## src/rtl/zrh_pkg.sv

```systemverilog
// Shared types, constants and helpers for the zero-run height decoder.
// No dependencies; every other file in rtl/ refers to this package by scoped names.
package zrh_pkg;

  localparam int MAX_DIM = 64;
  localparam int DIM_W   = 7;
  localparam int CELL_W  = 12;
  localparam int RUN_W   = 13;
  localparam int LEFT_W  = 31;
  localparam int WORD_W  = 32;
  localparam int ADDR_W  = 3;
  localparam int DATA_W  = 32;
  localparam int PH_W    = 2;
  localparam int FIFO_DEPTH = 2;
  localparam int FIFO_AW    = 1;
  localparam int FIFO_CW    = 2;

  // parse phases
  localparam logic [PH_W-1:0] PH_SIG   = 2'd0;
  localparam logic [PH_W-1:0] PH_COUNT = 2'd1;
  localparam logic [PH_W-1:0] PH_SKIP  = 2'd2;
  localparam logic [PH_W-1:0] PH_LIT   = 2'd3;

  // register index, taken from paddr[2]
  localparam logic REG_COLS = 1'b0;
  localparam logic REG_ROWS = 1'b1;

  localparam logic [DIM_W-1:0] DIM_RESET = 7'd64;

  typedef struct packed {
    logic [7:0]       height;
    logic [RUN_W-1:0] run_length;
    logic             chunk_done;
    logic             bad_signature;
  } cmd_t;

  // signature "chnk", first byte first
  function automatic logic [7:0] sig_byte(input logic [1:0] pos);
    logic [7:0] b;
    case (pos)
      2'd0:    b = 8'h63;
      2'd1:    b = 8'h68;
      2'd2:    b = 8'h6E;
      default: b = 8'h6B;
    endcase
    return b;
  endfunction

  function automatic logic [DIM_W-1:0] clamp_dim(input logic [DIM_W-1:0] v);
    logic [DIM_W-1:0] r;
    if (v == '0) begin
      r = DIM_W'(1);
    end else if (v > DIM_W'(MAX_DIM)) begin
      r = DIM_W'(MAX_DIM);
    end else begin
      r = v;
    end
    return r;
  endfunction

endpackage

```

## src/rtl/zrh_if.sv

```systemverilog
// Valid/ready channel interfaces for the byte input and the run result.
// Depends on zrh_pkg for field widths.
interface zrh_in_if;
  logic       valid;
  logic       ready;
  logic [7:0] data_byte;

  modport source (output valid, output data_byte, input ready);
  modport sink   (input valid, input data_byte, output ready);
endinterface

interface zrh_out_if;
  logic                       valid;
  logic                       ready;
  logic [7:0]                 height;
  logic [zrh_pkg::RUN_W-1:0]  run_length;
  logic [zrh_pkg::CELL_W-1:0] first_cell;
  logic                       chunk_done;
  logic                       bad_signature;

  modport source (output valid, output height, output run_length, output first_cell,
                  output chunk_done, output bad_signature, input ready);
  modport sink   (input valid, input height, input run_length, input first_cell,
                  input chunk_done, input bad_signature, output ready);
endinterface

```

## src/rtl/zrh_front.sv

```systemverilog
// Front end: takes one byte per request, checks the signature, assembles count and
// skip words, tracks cells filled and pushes run commands. Depends on zrh_pkg, zrh_if.
module zrh_front (
  input  logic                      clk,
  input  logic                      rst_n,
  zrh_in_if.sink                    in_ch,
  input  logic [zrh_pkg::DIM_W-1:0] cols,
  input  logic [zrh_pkg::DIM_W-1:0] rows,
  input  logic                      restart,
  input  logic                      q_full,
  output logic                      q_push,
  output zrh_pkg::cmd_t             q_cmd
);

  logic [zrh_pkg::PH_W-1:0]   phase_r, phase_nxt;
  logic [1:0]                 bpos_r, bpos_nxt;
  logic [23:0]                wasm_r, wasm_nxt;
  logic                       sig_ok_r, sig_ok_nxt;
  logic [zrh_pkg::CELL_W-1:0] filled_r, filled_nxt;
  logic [zrh_pkg::LEFT_W-1:0] left_r, left_nxt;

  logic                       accept;
  logic [7:0]                 b;
  logic [zrh_pkg::WORD_W-1:0] word;
  logic                       word_pos;
  logic                       emit;
  logic [7:0]                 emit_h;
  logic [zrh_pkg::LEFT_W-1:0] want;
  logic [zrh_pkg::RUN_W-1:0]  total;
  logic [zrh_pkg::RUN_W-1:0]  remain;
  logic [zrh_pkg::RUN_W-1:0]  run;
  logic                       done;

  assign in_ch.ready = !q_full;
  assign accept      = in_ch.valid && !q_full;
  assign b           = in_ch.data_byte;
  assign word        = {b, wasm_r};
  assign word_pos    = (word != '0) && !word[zrh_pkg::WORD_W-1];

  assign total  = zrh_pkg::RUN_W'(zrh_pkg::clamp_dim(cols)) *
                  zrh_pkg::RUN_W'(zrh_pkg::clamp_dim(rows));
  assign remain = total - {1'b0, filled_r};

  always_comb begin
    phase_nxt  = phase_r;
    bpos_nxt   = bpos_r;
    wasm_nxt   = wasm_r;
    sig_ok_nxt = sig_ok_r;
    filled_nxt = filled_r;
    left_nxt   = left_r;
    emit       = 1'b0;
    emit_h     = '0;
    want       = zrh_pkg::LEFT_W'(1);
    q_push     = 1'b0;
    q_cmd      = '0;
    run        = '0;
    done       = 1'b0;

    if (accept) begin
      case (phase_r)
        zrh_pkg::PH_LIT: begin
          left_nxt = left_r - zrh_pkg::LEFT_W'(1);
          if (left_nxt == '0) begin
            phase_nxt = zrh_pkg::PH_COUNT;
          end
          emit   = 1'b1;
          emit_h = b;
        end
        zrh_pkg::PH_SIG: begin
          sig_ok_nxt = sig_ok_r && (b == zrh_pkg::sig_byte(bpos_r));
          bpos_nxt   = bpos_r + 2'd1;
          if (bpos_r == 2'd3) begin
            if (sig_ok_nxt) begin
              phase_nxt = zrh_pkg::PH_COUNT;
              wasm_nxt  = '0;
            end else begin
              // report the bad signature and look for a new one
              sig_ok_nxt          = 1'b1;
              q_push              = 1'b1;
              q_cmd.bad_signature = 1'b1;
            end
          end
        end
        zrh_pkg::PH_COUNT, zrh_pkg::PH_SKIP: begin
          bpos_nxt = bpos_r + 2'd1;
          if (bpos_r != 2'd3) begin
            wasm_nxt[{bpos_r, 3'b000} +: 8] = b;
          end else begin
            wasm_nxt = '0;
            if (phase_r == zrh_pkg::PH_COUNT) begin
              if (word == '1) begin
                phase_nxt = zrh_pkg::PH_SKIP;
              end else if (word_pos) begin
                left_nxt  = word[zrh_pkg::LEFT_W-1:0];
                phase_nxt = zrh_pkg::PH_LIT;
              end else begin
                emit = 1'b1;
              end
            end else begin
              phase_nxt = zrh_pkg::PH_COUNT;
              emit      = 1'b1;
              if (word_pos) begin
                want = word[zrh_pkg::LEFT_W-1:0];
              end
            end
          end
        end
        default: begin
          phase_nxt = zrh_pkg::PH_SIG;
        end
      endcase
    end

    if (emit) begin
      // cut the run at the chunk's last cell
      if (want[zrh_pkg::LEFT_W-1:zrh_pkg::RUN_W] == '0 &&
          want[zrh_pkg::RUN_W-1:0] < remain) begin
        run = want[zrh_pkg::RUN_W-1:0];
      end else begin
        run = remain;
      end
      done                = (run == remain);
      q_push              = 1'b1;
      q_cmd.height        = emit_h;
      q_cmd.run_length    = run;
      q_cmd.chunk_done    = done;
      filled_nxt          = filled_r + run[zrh_pkg::CELL_W-1:0];
    end

    if (done || restart) begin
      phase_nxt  = zrh_pkg::PH_SIG;
      bpos_nxt   = '0;
      wasm_nxt   = '0;
      sig_ok_nxt = 1'b1;
      filled_nxt = '0;
      left_nxt   = '0;
    end
  end

  always_ff @(posedge clk) begin
    if (!rst_n) begin
      phase_r  <= zrh_pkg::PH_SIG;
      bpos_r   <= '0;
      wasm_r   <= '0;
      sig_ok_r <= 1'b1;
      filled_r <= '0;
      left_r   <= '0;
    end else begin
      phase_r  <= phase_nxt;
      bpos_r   <= bpos_nxt;
      wasm_r   <= wasm_nxt;
      sig_ok_r <= sig_ok_nxt;
      filled_r <= filled_nxt;
      left_r   <= left_nxt;
    end
  end

endmodule

```

## src/rtl/zrh_fifo.sv

```systemverilog
// Two-entry command queue between the parse front end and the output back end.
// Depends on zrh_pkg for the command type and depth.
module zrh_fifo (
  input  logic          clk,
  input  logic          rst_n,
  input  logic          push,
  input  zrh_pkg::cmd_t push_cmd,
  input  logic          pop,
  output logic          full,
  output logic          not_empty,
  output zrh_pkg::cmd_t head
);

  zrh_pkg::cmd_t               mem_r [zrh_pkg::FIFO_DEPTH];
  logic [zrh_pkg::FIFO_AW-1:0] wptr_r, wptr_nxt;
  logic [zrh_pkg::FIFO_AW-1:0] rptr_r, rptr_nxt;
  logic [zrh_pkg::FIFO_CW-1:0] cnt_r, cnt_nxt;

  assign full      = (cnt_r == zrh_pkg::FIFO_CW'(zrh_pkg::FIFO_DEPTH));
  assign not_empty = (cnt_r != '0);
  assign head      = mem_r[rptr_r];

  always_comb begin
    wptr_nxt = push ? wptr_r + zrh_pkg::FIFO_AW'(1) : wptr_r;
    rptr_nxt = pop  ? rptr_r + zrh_pkg::FIFO_AW'(1) : rptr_r;
    cnt_nxt  = cnt_r + zrh_pkg::FIFO_CW'(push) - zrh_pkg::FIFO_CW'(pop);
  end

  always_ff @(posedge clk) begin
    if (push) begin
      mem_r[wptr_r] <= push_cmd;
    end
  end

  always_ff @(posedge clk) begin
    if (!rst_n) begin
      wptr_r <= '0;
      rptr_r <= '0;
      cnt_r  <= '0;
    end else begin
      wptr_r <= wptr_nxt;
      rptr_r <= rptr_nxt;
      cnt_r  <= cnt_nxt;
    end
  end

endmodule

```

## src/rtl/zrh_back.sv

```systemverilog
// Back end: pops run commands, places each run at the current cell position and holds
// the result in an output register. Depends on zrh_pkg, zrh_if.
module zrh_back (
  input  logic          clk,
  input  logic          rst_n,
  input  logic          restart,
  input  logic          q_valid,
  input  zrh_pkg::cmd_t q_head,
  output logic          q_pop,
  zrh_out_if.source     out_ch
);

  logic                       valid_r, valid_nxt;
  zrh_pkg::cmd_t              cmd_r;
  logic [zrh_pkg::CELL_W-1:0] first_r;
  logic [zrh_pkg::CELL_W-1:0] pos_r, pos_nxt;
  logic                       load;

  assign load  = q_valid && (!valid_r || out_ch.ready);
  assign q_pop = load;

  always_comb begin
    valid_nxt = valid_r;
    pos_nxt   = pos_r;
    if (load) begin
      valid_nxt = 1'b1;
      // advance past this run; back to the chunk start on chunk end or bad signature
      if (q_head.chunk_done || q_head.bad_signature) begin
        pos_nxt = '0;
      end else begin
        pos_nxt = pos_r + q_head.run_length[zrh_pkg::CELL_W-1:0];
      end
    end else if (out_ch.ready) begin
      valid_nxt = 1'b0;
    end
    if (restart) begin
      pos_nxt = '0;
    end
  end

  always_ff @(posedge clk) begin
    if (load) begin
      cmd_r   <= q_head;
      first_r <= pos_r;
    end
  end

  always_ff @(posedge clk) begin
    if (!rst_n) begin
      valid_r <= 1'b0;
      pos_r   <= '0;
    end else begin
      valid_r <= valid_nxt;
      pos_r   <= pos_nxt;
    end
  end

  assign out_ch.valid         = valid_r;
  assign out_ch.height        = cmd_r.height;
  assign out_ch.run_length    = cmd_r.run_length;
  assign out_ch.first_cell    = first_r;
  assign out_ch.chunk_done    = cmd_r.chunk_done;
  assign out_ch.bad_signature = cmd_r.bad_signature;

`ifndef SYNTHESIS
  a_bad_sig_empty: assert property (@(posedge clk) disable iff (!rst_n)
    (valid_r && cmd_r.bad_signature) |->
      (cmd_r.run_length == '0 && first_r == '0 && !cmd_r.chunk_done))
    else $error("bad signature result carries a run");

  a_run_nonzero: assert property (@(posedge clk) disable iff (!rst_n)
    (valid_r && !cmd_r.bad_signature) |-> (cmd_r.run_length != '0))
    else $error("empty run emitted");

  a_pos_wrap: assert property (@(posedge clk) disable iff (!rst_n)
    (load && q_head.chunk_done) |=> (pos_r == '0))
    else $error("cell position not cleared after chunk end");
`endif

endmodule

```

## src/rtl/zero_run_height_decoder_core.sv

```systemverilog
// Zero-run height decoder top level: configuration registers, front end, queue and back end.
// Depends on zrh_pkg, zrh_if, zrh_front, zrh_fifo, zrh_back.
//
// Takes one chunk byte per cycle on in_ch while the queue is not full and emits height
// runs on out_ch, one result per literal byte, per zero or skip word, and per bad
// signature. The front end parses a byte in the cycle it is accepted; a result reaches
// out_ch through the queue and the output register. A two-entry queue and the output
// register let the input keep flowing while a result waits. Write chunk_columns (offset
// 0x0) and chunk_rows (offset 0x4) only while idle; either write restarts the parse.
module zero_run_height_decoder_core (
  input  logic                       clk,
  input  logic                       rst_n,
  zrh_in_if.sink                     in_ch,
  zrh_out_if.source                  out_ch,
  input  logic                       psel,
  input  logic                       penable,
  input  logic                       pwrite,
  input  logic [zrh_pkg::ADDR_W-1:0] paddr,
  input  logic [zrh_pkg::DATA_W-1:0] pwdata,
  output logic [zrh_pkg::DATA_W-1:0] prdata,
  output logic                       pready
);

  logic [zrh_pkg::DIM_W-1:0] cols_r, cols_nxt;
  logic [zrh_pkg::DIM_W-1:0] rows_r, rows_nxt;
  logic                      cfg_wr;
  logic                      q_push, q_pop, q_full, q_valid;
  zrh_pkg::cmd_t             q_cmd, q_head;

  assign pready = 1'b1;
  assign cfg_wr = psel && penable && pwrite;

  always_comb begin
    cols_nxt = cols_r;
    rows_nxt = rows_r;
    if (cfg_wr) begin
      if (paddr[2] == zrh_pkg::REG_COLS) begin
        cols_nxt = pwdata[zrh_pkg::DIM_W-1:0];
      end else begin
        rows_nxt = pwdata[zrh_pkg::DIM_W-1:0];
      end
    end
  end

  always_ff @(posedge clk) begin
    if (!rst_n) begin
      cols_r <= zrh_pkg::DIM_RESET;
      rows_r <= zrh_pkg::DIM_RESET;
    end else begin
      cols_r <= cols_nxt;
      rows_r <= rows_nxt;
    end
  end

  assign prdata = (paddr[2] == zrh_pkg::REG_ROWS) ?
                  zrh_pkg::DATA_W'(rows_r) : zrh_pkg::DATA_W'(cols_r);

  zrh_front u_front (
    .clk     (clk),
    .rst_n   (rst_n),
    .in_ch   (in_ch),
    .cols    (cols_r),
    .rows    (rows_r),
    .restart (cfg_wr),
    .q_full  (q_full),
    .q_push  (q_push),
    .q_cmd   (q_cmd)
  );

  zrh_fifo u_fifo (
    .clk       (clk),
    .rst_n     (rst_n),
    .push      (q_push),
    .push_cmd  (q_cmd),
    .pop       (q_pop),
    .full      (q_full),
    .not_empty (q_valid),
    .head      (q_head)
  );

  zrh_back u_back (
    .clk     (clk),
    .rst_n   (rst_n),
    .restart (cfg_wr),
    .q_valid (q_valid),
    .q_head  (q_head),
    .q_pop   (q_pop),
    .out_ch  (out_ch)
  );

endmodule

```

## src/flat_wrapper.sv

```systemverilog
// flat-port wrapper written by rule: the top's interface ports become plain ports
module zero_run_height_decoder_core_flat 
  (clk, rst_n, psel, penable, pwrite, paddr, pwdata, prdata, pready, in_ch_valid, in_ch_data_byte, in_ch_ready, out_ch_valid, out_ch_height, out_ch_run_length, out_ch_first_cell, out_ch_chunk_done, out_ch_bad_signature, out_ch_ready);
  zrh_in_if in_ch_i ();
  zrh_out_if out_ch_i ();
  input  logic clk;
  input  logic rst_n;
  input  logic psel;
  input  logic penable;
  input  logic pwrite;
  input  logic [zrh_pkg::ADDR_W-1:0] paddr;
  input  logic [zrh_pkg::DATA_W-1:0] pwdata;
  output logic [zrh_pkg::DATA_W-1:0] prdata;
  output logic pready;
  input wire logic [$bits(in_ch_i.valid)-1:0] in_ch_valid;
  input wire logic [$bits(in_ch_i.data_byte)-1:0] in_ch_data_byte;
  output wire logic [$bits(in_ch_i.ready)-1:0] in_ch_ready;
  output wire logic [$bits(out_ch_i.valid)-1:0] out_ch_valid;
  output wire logic [$bits(out_ch_i.height)-1:0] out_ch_height;
  output wire logic [$bits(out_ch_i.run_length)-1:0] out_ch_run_length;
  output wire logic [$bits(out_ch_i.first_cell)-1:0] out_ch_first_cell;
  output wire logic [$bits(out_ch_i.chunk_done)-1:0] out_ch_chunk_done;
  output wire logic [$bits(out_ch_i.bad_signature)-1:0] out_ch_bad_signature;
  input wire logic [$bits(out_ch_i.ready)-1:0] out_ch_ready;
  assign in_ch_i.valid = in_ch_valid;
  assign in_ch_i.data_byte = in_ch_data_byte;
  assign in_ch_ready = in_ch_i.ready;
  assign out_ch_valid = out_ch_i.valid;
  assign out_ch_height = out_ch_i.height;
  assign out_ch_run_length = out_ch_i.run_length;
  assign out_ch_first_cell = out_ch_i.first_cell;
  assign out_ch_chunk_done = out_ch_i.chunk_done;
  assign out_ch_bad_signature = out_ch_i.bad_signature;
  assign out_ch_i.ready = out_ch_ready;
  zero_run_height_decoder_core u_core (.clk(clk), .rst_n(rst_n), .in_ch(in_ch_i), .out_ch(out_ch_i), .psel(psel), .penable(penable), .pwrite(pwrite), .paddr(paddr), .pwdata(pwdata), .prdata(prdata), .pready(pready));
endmodule
```

## config.mk

```make
export PLATFORM = sky130hd
export DESIGN_NAME = zero_run_height_decoder_core_flat
export DESIGN_NICKNAME = d
export VERILOG_FILES = /design/src/rtl/zrh_pkg.sv /design/src/rtl/zrh_if.sv /design/src/rtl/zrh_front.sv /design/src/rtl/zrh_fifo.sv /design/src/rtl/zrh_back.sv /design/src/rtl/zero_run_height_decoder_core.sv /design/src/flat_wrapper.sv
export SDC_FILE = /design/constraint.sdc
export NUM_CORES = 1
export LEC_CHECK = 0
export BUFFER_PORTS_ARGS = -buffer_cell sky130_fd_sc_hd__buf_4
export CELL_PAD_IN_SITES_DETAIL_PLACEMENT = 1
export CELL_PAD_IN_SITES_GLOBAL_PLACEMENT = 1
export CORE_MARGIN = 2
export CORE_UTILIZATION = 30
export DETAILED_ROUTE_END_ITERATION = 6
export GPL_ROUTABILITY_DRIVEN = 0
export PLACE_DENSITY = 0.68
export REMOVE_ABC_BUFFERS = 1
export SYNTH_ARGS = -nofsm -noshare
export SYNTH_HDL_FRONTEND = slang
export SYNTH_SLANG_ARGS = --single-unit
```

## constraint.sdc

```tcl
create_clock -name clk -period 8.61 [get_ports clk]
set_input_delay 0.861 -clock clk [delete_from_list [all_inputs] [get_ports clk]]
set_output_delay 0.861 -clock clk [all_outputs]
set_load 0.05 [all_outputs]
```

# == After elaboration in Yosys (flattened, before gate mapping) ==
# Memory sizes are Yosys's and may differ from the RTL's. A register that Yosys moved wholly into a read port is not among the register bits.
# Index checks and enable logic that the tools add are counted.
# classes
n_addsub,10
shifts,2
n_bitwise,2
eq_ne,19
n_lt_le_gt_ge,3
n_mul,1
mux,56
n_reduce_logical,35
# ops
op,count
$mux 31,9
$mux 24,3
$pmux 31 s2,1
$pmux 24 s2,1
$mux 7,5
$eq 32x32->1 const B,1
$mux 8,4
$reduce_bool 32->1,1
$logic_not 31->1,1
$sub 31x1->31 const B,1
$mux 13,2
$add 12x12->12,2
$bwmux 24,1
$shift 8x7->24 const A,1
$shiftx 8x7->24,1
$mux 22,1
$logic_not 18->1,1
$mux 1,18
$ne 2x2->1 const B,8
$gt 7x7->1 const B,2
$logic_not 7->1,2
$mux 2,7
$eq 13x13->1,1
$lt 13x13->1,1
other kinds (26),53
# totals
n_memories,1
ramBits,46
inputBits,50
elab_cells,147
reg_bits,138
# memory_table
memory,depth,width,rd,rd_ports_with_merged_regs,write_ports,line,source
u_core.u_fifo.mem_r,2,23,1,1,1,zrh_fifo.sv:14,zrh_pkg::cmd_t mem_r [zrh_pkg::FIFO_DEPTH];

# == Depth between registers and ports, before layout ==
# depth
ltp_word,15
ltp_mapped,39
ltp_nobuf,37

# == Cells and area by module ==
# A second synthesis with hierarchy kept.
# unflattened
cells_unflattened,1433
area_unflattened_um2,12792.3
# by_module_without_submodules
module,cells_each,area_per_inst_um2,n_inst
zrh_front,1108,8045.2,1
zrh_back,142,1990.7,1
zrh_fifo,92,1890.6,1
zero_run_height_decoder_core,91,865.8,1

# == Least setup slack after synthesis ==
# OpenSTA, ideal clock, no wires.
# synth_path
path_type,flip-flop to flip-flop
startpoint,reg u_core.cols_r[6] (netlist name)
endpoint,reg u_core.u_front.filled_r[11] (netlist name)
t_arrival_ns,7.977
path_buffers,3
period_less_slack_ns,8.047
path_stages_with_launch,38
setup_ns,0.070
setup_slack_ns,0.563
cell_sequence,dfxtp_1 clkbuf_1 nor2_1 clkbuf_1 and3_1 fa_1 inv_1 fa_1 inv_1 fa_1 inv_1 fa_1 inv_1 ha_1 or4_1 o21a_1 o21a_1 xnor2_1 [2 not listed] o221ai_1 a21oi_1 o221ai_1 a21oi_1 clkbuf_1 nor2_1 a21oi_1 inv_1 ha_1 a21oi_1 o211ai_1 a31oi_1 o21bai_1 nand2_1 a211o_1 xor2_1 or3_1 a21oi_1
# synth_between
elab_chain_cells,13
elab_cells_between_ends,15
classes_between,add/sub (2); mul (1); order compare (2); eq/ne (1); mux (5); reduce/logical (4)
# synth_lines
item,line,source
start: declaration,zero_run_height_decoder_core.sv:24,"logic [zrh_pkg::DIM_W-1:0] cols_r, cols_nxt;"
start signal: assignment,zero_run_height_decoder_core.sv:47,cols_r <= zrh_pkg::DIM_RESET;
start signal: assignment,zero_run_height_decoder_core.sv:50,cols_r <= cols_nxt;
$gt 7x7->1,zrh_pkg.sv:53,end else if (v > DIM_W'(MAX_DIM)) begin
$mux 7,zrh_pkg.sv:53,
$mux 7 (*),zrh_pkg.sv:51,if (v == '0) begin
$mul 7x7->13 (*),zrh_front.sv:40,assign total = zrh_pkg::RUN_W'(zrh_pkg::clamp_dim(cols)) *
$sub 13x12->13 (*),zrh_front.sv:42,"assign remain = total - {1'b0, filled_r};"
"parallel branches: the longest is 8 deep, another holds $lt 13x13->1",-,
end signal: assignment,zrh_front.sv:153,filled_r <= filled_nxt;
end: declaration,zrh_front.sv:19,"logic [zrh_pkg::CELL_W-1:0] filled_r, filled_nxt;"
# Every way passes the cells marked *. The select of a mux whose other input is x is not followed.
# A chain may end at the register's enable or synchronous reset.

# == Final worst setup path ==
# layout_path
startpoint,reg u_core.cols_r[1] (netlist name)
endpoint,reg u_core.u_front.filled_r[11] (netlist name)
# The elaborated chain is that of the path after synthesis.

==> qor.csv <==
metric;value;unit
status;complete, no violations;
synth_top_cell_area_share;19.8;%
num_vias;9999;
cts_sinks;185;
via_per_inst;5.10;
hold_ws;0.481;ns
leakagePower;0.00562;uW
finalPower;2720;uW
port_buffers;66;
ys.flop_type;dfxtp_1;
slowest_stage;fa_1;
seq_area_frac_synth;36.7;%
fin_crit_sh;93.7;%
clk_latency;0.45;ns
synth-seq-cells;185;
core;40600;um^2
postCtsHoldBufs;0;
layout_setup_ws;0.543;ns
start_util;30.3;%
finalSetupViolCount;0;
cts_tree;built;
crit_arrival;8.46;ns
overflow;0;
die_y;207;um
num_io_pins;120;
grt_pass1_vias;10342;
reg2reg_depth;36;
dp_slack;0.252;ns
critPathLaunch;u_core.cols_r[1];
dr_wl_met2;16.6;mm
setup.worst_path.class;register to register;
rows;74;
grt_usage;16.2;%
synth_enable_flop_cells;81;
drt-met1-wl;15.5;mm
drtIter0Drc;504;
fmax;124;MHz
h-tree-depth;4;
cts.path.max_buffers;2;
fillerInstances;4770;
top_layer;met4;
die_w;207;um
fin_worst_skew;0.0121;ns
syn-instance-count;1367;
finalHoldViolCount;0;
post-synth-top-area-cell;edfxtp_1;
start_kind;register;
clk_pin_slew_worst_paths;0.08;ns
die_area;42700;um^2
crit_family;adder cells;
synthTopCellsByArea;edfxtp_1 20%, dfxtp_1 17%, ha_1 8.0%, fa_1 6.2%, nor2_1 4.1%;
tns;0;ns
tightest_slew;1.20;ns
critical-path-max-stage-delay;0.55;ns
grt_max_degree;76;
cap_violations;0;
fin_util;34.4;%
post_drt_wl_per_cell;17.1;um
dpl.hpwl;25.0;mm
rrSetupSlack;0.54;ns
ys_warn_count;0;
worst_setup_path_end_kind;register;
antenna_found_initial;0;
min_path_type;register to register;
slew_violations;0;
max_slew_margin;19.2;%
rr_endpoint;u_core.u_front.filled_r[11];
drive_above_1_share;14.1;%
peakVddDrop;0.131;mV
ant_nets;0;
cp_max_fo;8;
path_depth;36;
power_density;195;nW/um^2
crit_end;u_core.u_front.filled_r[11];
route.met3.wl;820;um
num_antenna_cells;0;
r2r_start;u_core.cols_r[1];
finalCriticalPeriod;8.07;ns
final_nets;1584;
drcViolationCount;0;
critPathRequiredTime;9.00;ns
drt_wl_total;33.6;mm
rsz0062_at_grt;no;
area_growth;13.5;%
syn_area_per_cell;9.01;um^2
dr.pass1.iters;5;
ys_types;68;
syn_area;12300;um^2
cp_num_buf_inv;5;
grt_first_pass_wirelength;54.7;mm
cts_made_buffers;17;
cts_root_buffer;clkbuf_16;
ys_async_sr_fraction;0;%
[cell families after synthesis]
family	Yosys count	synth area share, %
compound gates	278	15.0
xor+xnor	40	2.85
fa+ha+maj	117	14.2
buf+inv	191	7.08
flops	185	36.7
mux	40	3.59
other cells	2	0.0610
simple gates	514	20.6
[repair_timing]
action,4_1_cts,5_1_grt
setup buffers,0,1
endpoints found under the setup margin,0,5
resized for setup,0,19
[stage by stage]
step / area (um^2) / std cells
CTS: 13900 / 1960
global route: 14000 / 1962
global placement: 13300 / 1928
detailed placement: 13300 / 1928
finish: 14000 / 1962
floorplan: 11900 / 1302
[cells in the final DEF, fill, tap and decap left out, drive strengths merged, types with 54 or more instances in the layout]
cell,synthesis,final
buf,44,96
nor2,136,136
inv,102,111
nand2,125,125
o21ai,54,54
edfxtp,81,81
ha,79,79
dfxtp,104,104
a21oi,94,94
[worst min path at each step]
stage | from | to | cells after the start
floorplan | u_core.u_back.pos_r[0] | u_core.u_back.out_ch.first_cell[0] | 0
global placement | u_core.u_back.pos_r[8] | u_core.u_back.out_ch.first_cell[8] | 0
detailed placement | u_core.u_back.pos_r[5] | u_core.u_back.out_ch.first_cell[5] | 0
CTS | u_core.u_back.pos_r[5] | u_core.u_back.out_ch.first_cell[5] | 0
global route | u_core.u_back.pos_r[9] | u_core.u_back.out_ch.first_cell[9] | 0
finish | u_core.u_back.pos_r[5] | u_core.u_back.out_ch.first_cell[5] | 0
[synth_stat cells, types with 4 or more instances]
cell	number
o21bai_1	9
a21o_1	11
nor4b_1	4
nor2_1	136
o21ai_0	54
nand4_1	18
buf_6	6
nor3_1	33
inv_1	102
mux2i_1	7
a211o_1	4
o41ai_1	5
o21a_1	6
edfxtp_1	81
o31ai_1	8
buf_1	4
nor4_1	26
or3_1	7
a31oi_1	4
nand2_1	125
a211oi_1	6
buf_4	27
a211oi_2	4
nand2b_1	10
mux2_2	33
a21oi_1	80
xor2_1	12
a21oi_2	14
fa_1	38
clkbuf_1	45
dfxtp_1	104
a21boi_0	12
and3_1	27
nand3_1	40
ha_1	79
buf_2	7
nor2b_1	22
o22ai_1	4
or4_1	4
o211ai_1	4
and2_1	40
xnor2_1	28
a22oi_1	27
nor3b_1	8
[power by group]
group | switching (uW) | leakage [uW] | internal, uW | total, uW
clock network | 388 | 0.000281 | 412 | 800
registers | 54.4 | 0.00164 | 1040 | 1090
logic | 574 | 0.00370 | 259 | 833
[layer usage]
metal  GRT usage [%]  up-vias
met3            2.59       34
li1                -     4862
met5               0        -
met4            4.64        0
met1            20.7     4977
met2            28.1      126
[area by class of cell]
class	instances	area (um^2)	share of cell area, %
Clock buffer	18	429	3.07
Clock inverter	14	153	1.09
Multi-Input combinational cell	1015	7110	50.9
Timing Repair Buffer	96	718	5.14
Tap cell	532	666	4.76
Inverter	102	383	2.74
Sequential cell	185	4520	32.3
[sequential cells by signal, indices dropped and copies added, names as in the netlist, 2 cells and up, named ones only]
signal,count
u_core.u_fifo.mem_r,46
u_core.u_front.left_r,31
u_core.u_front.wasm_r,24
u_core.u_back.out_ch.run_length,13
u_core.u_back.out_ch.first_cell,12
u_core.u_back.pos_r,12
u_core.u_front.filled_r,12
u_core.u_back.out_ch.height,8
u_core.cols_r,7
u_core.rows_r,7
u_core.u_fifo.cnt_r,2
u_core.u_front.bpos_r,2
u_core.u_front.phase_r,2
(Power assumes the default switching activity.)
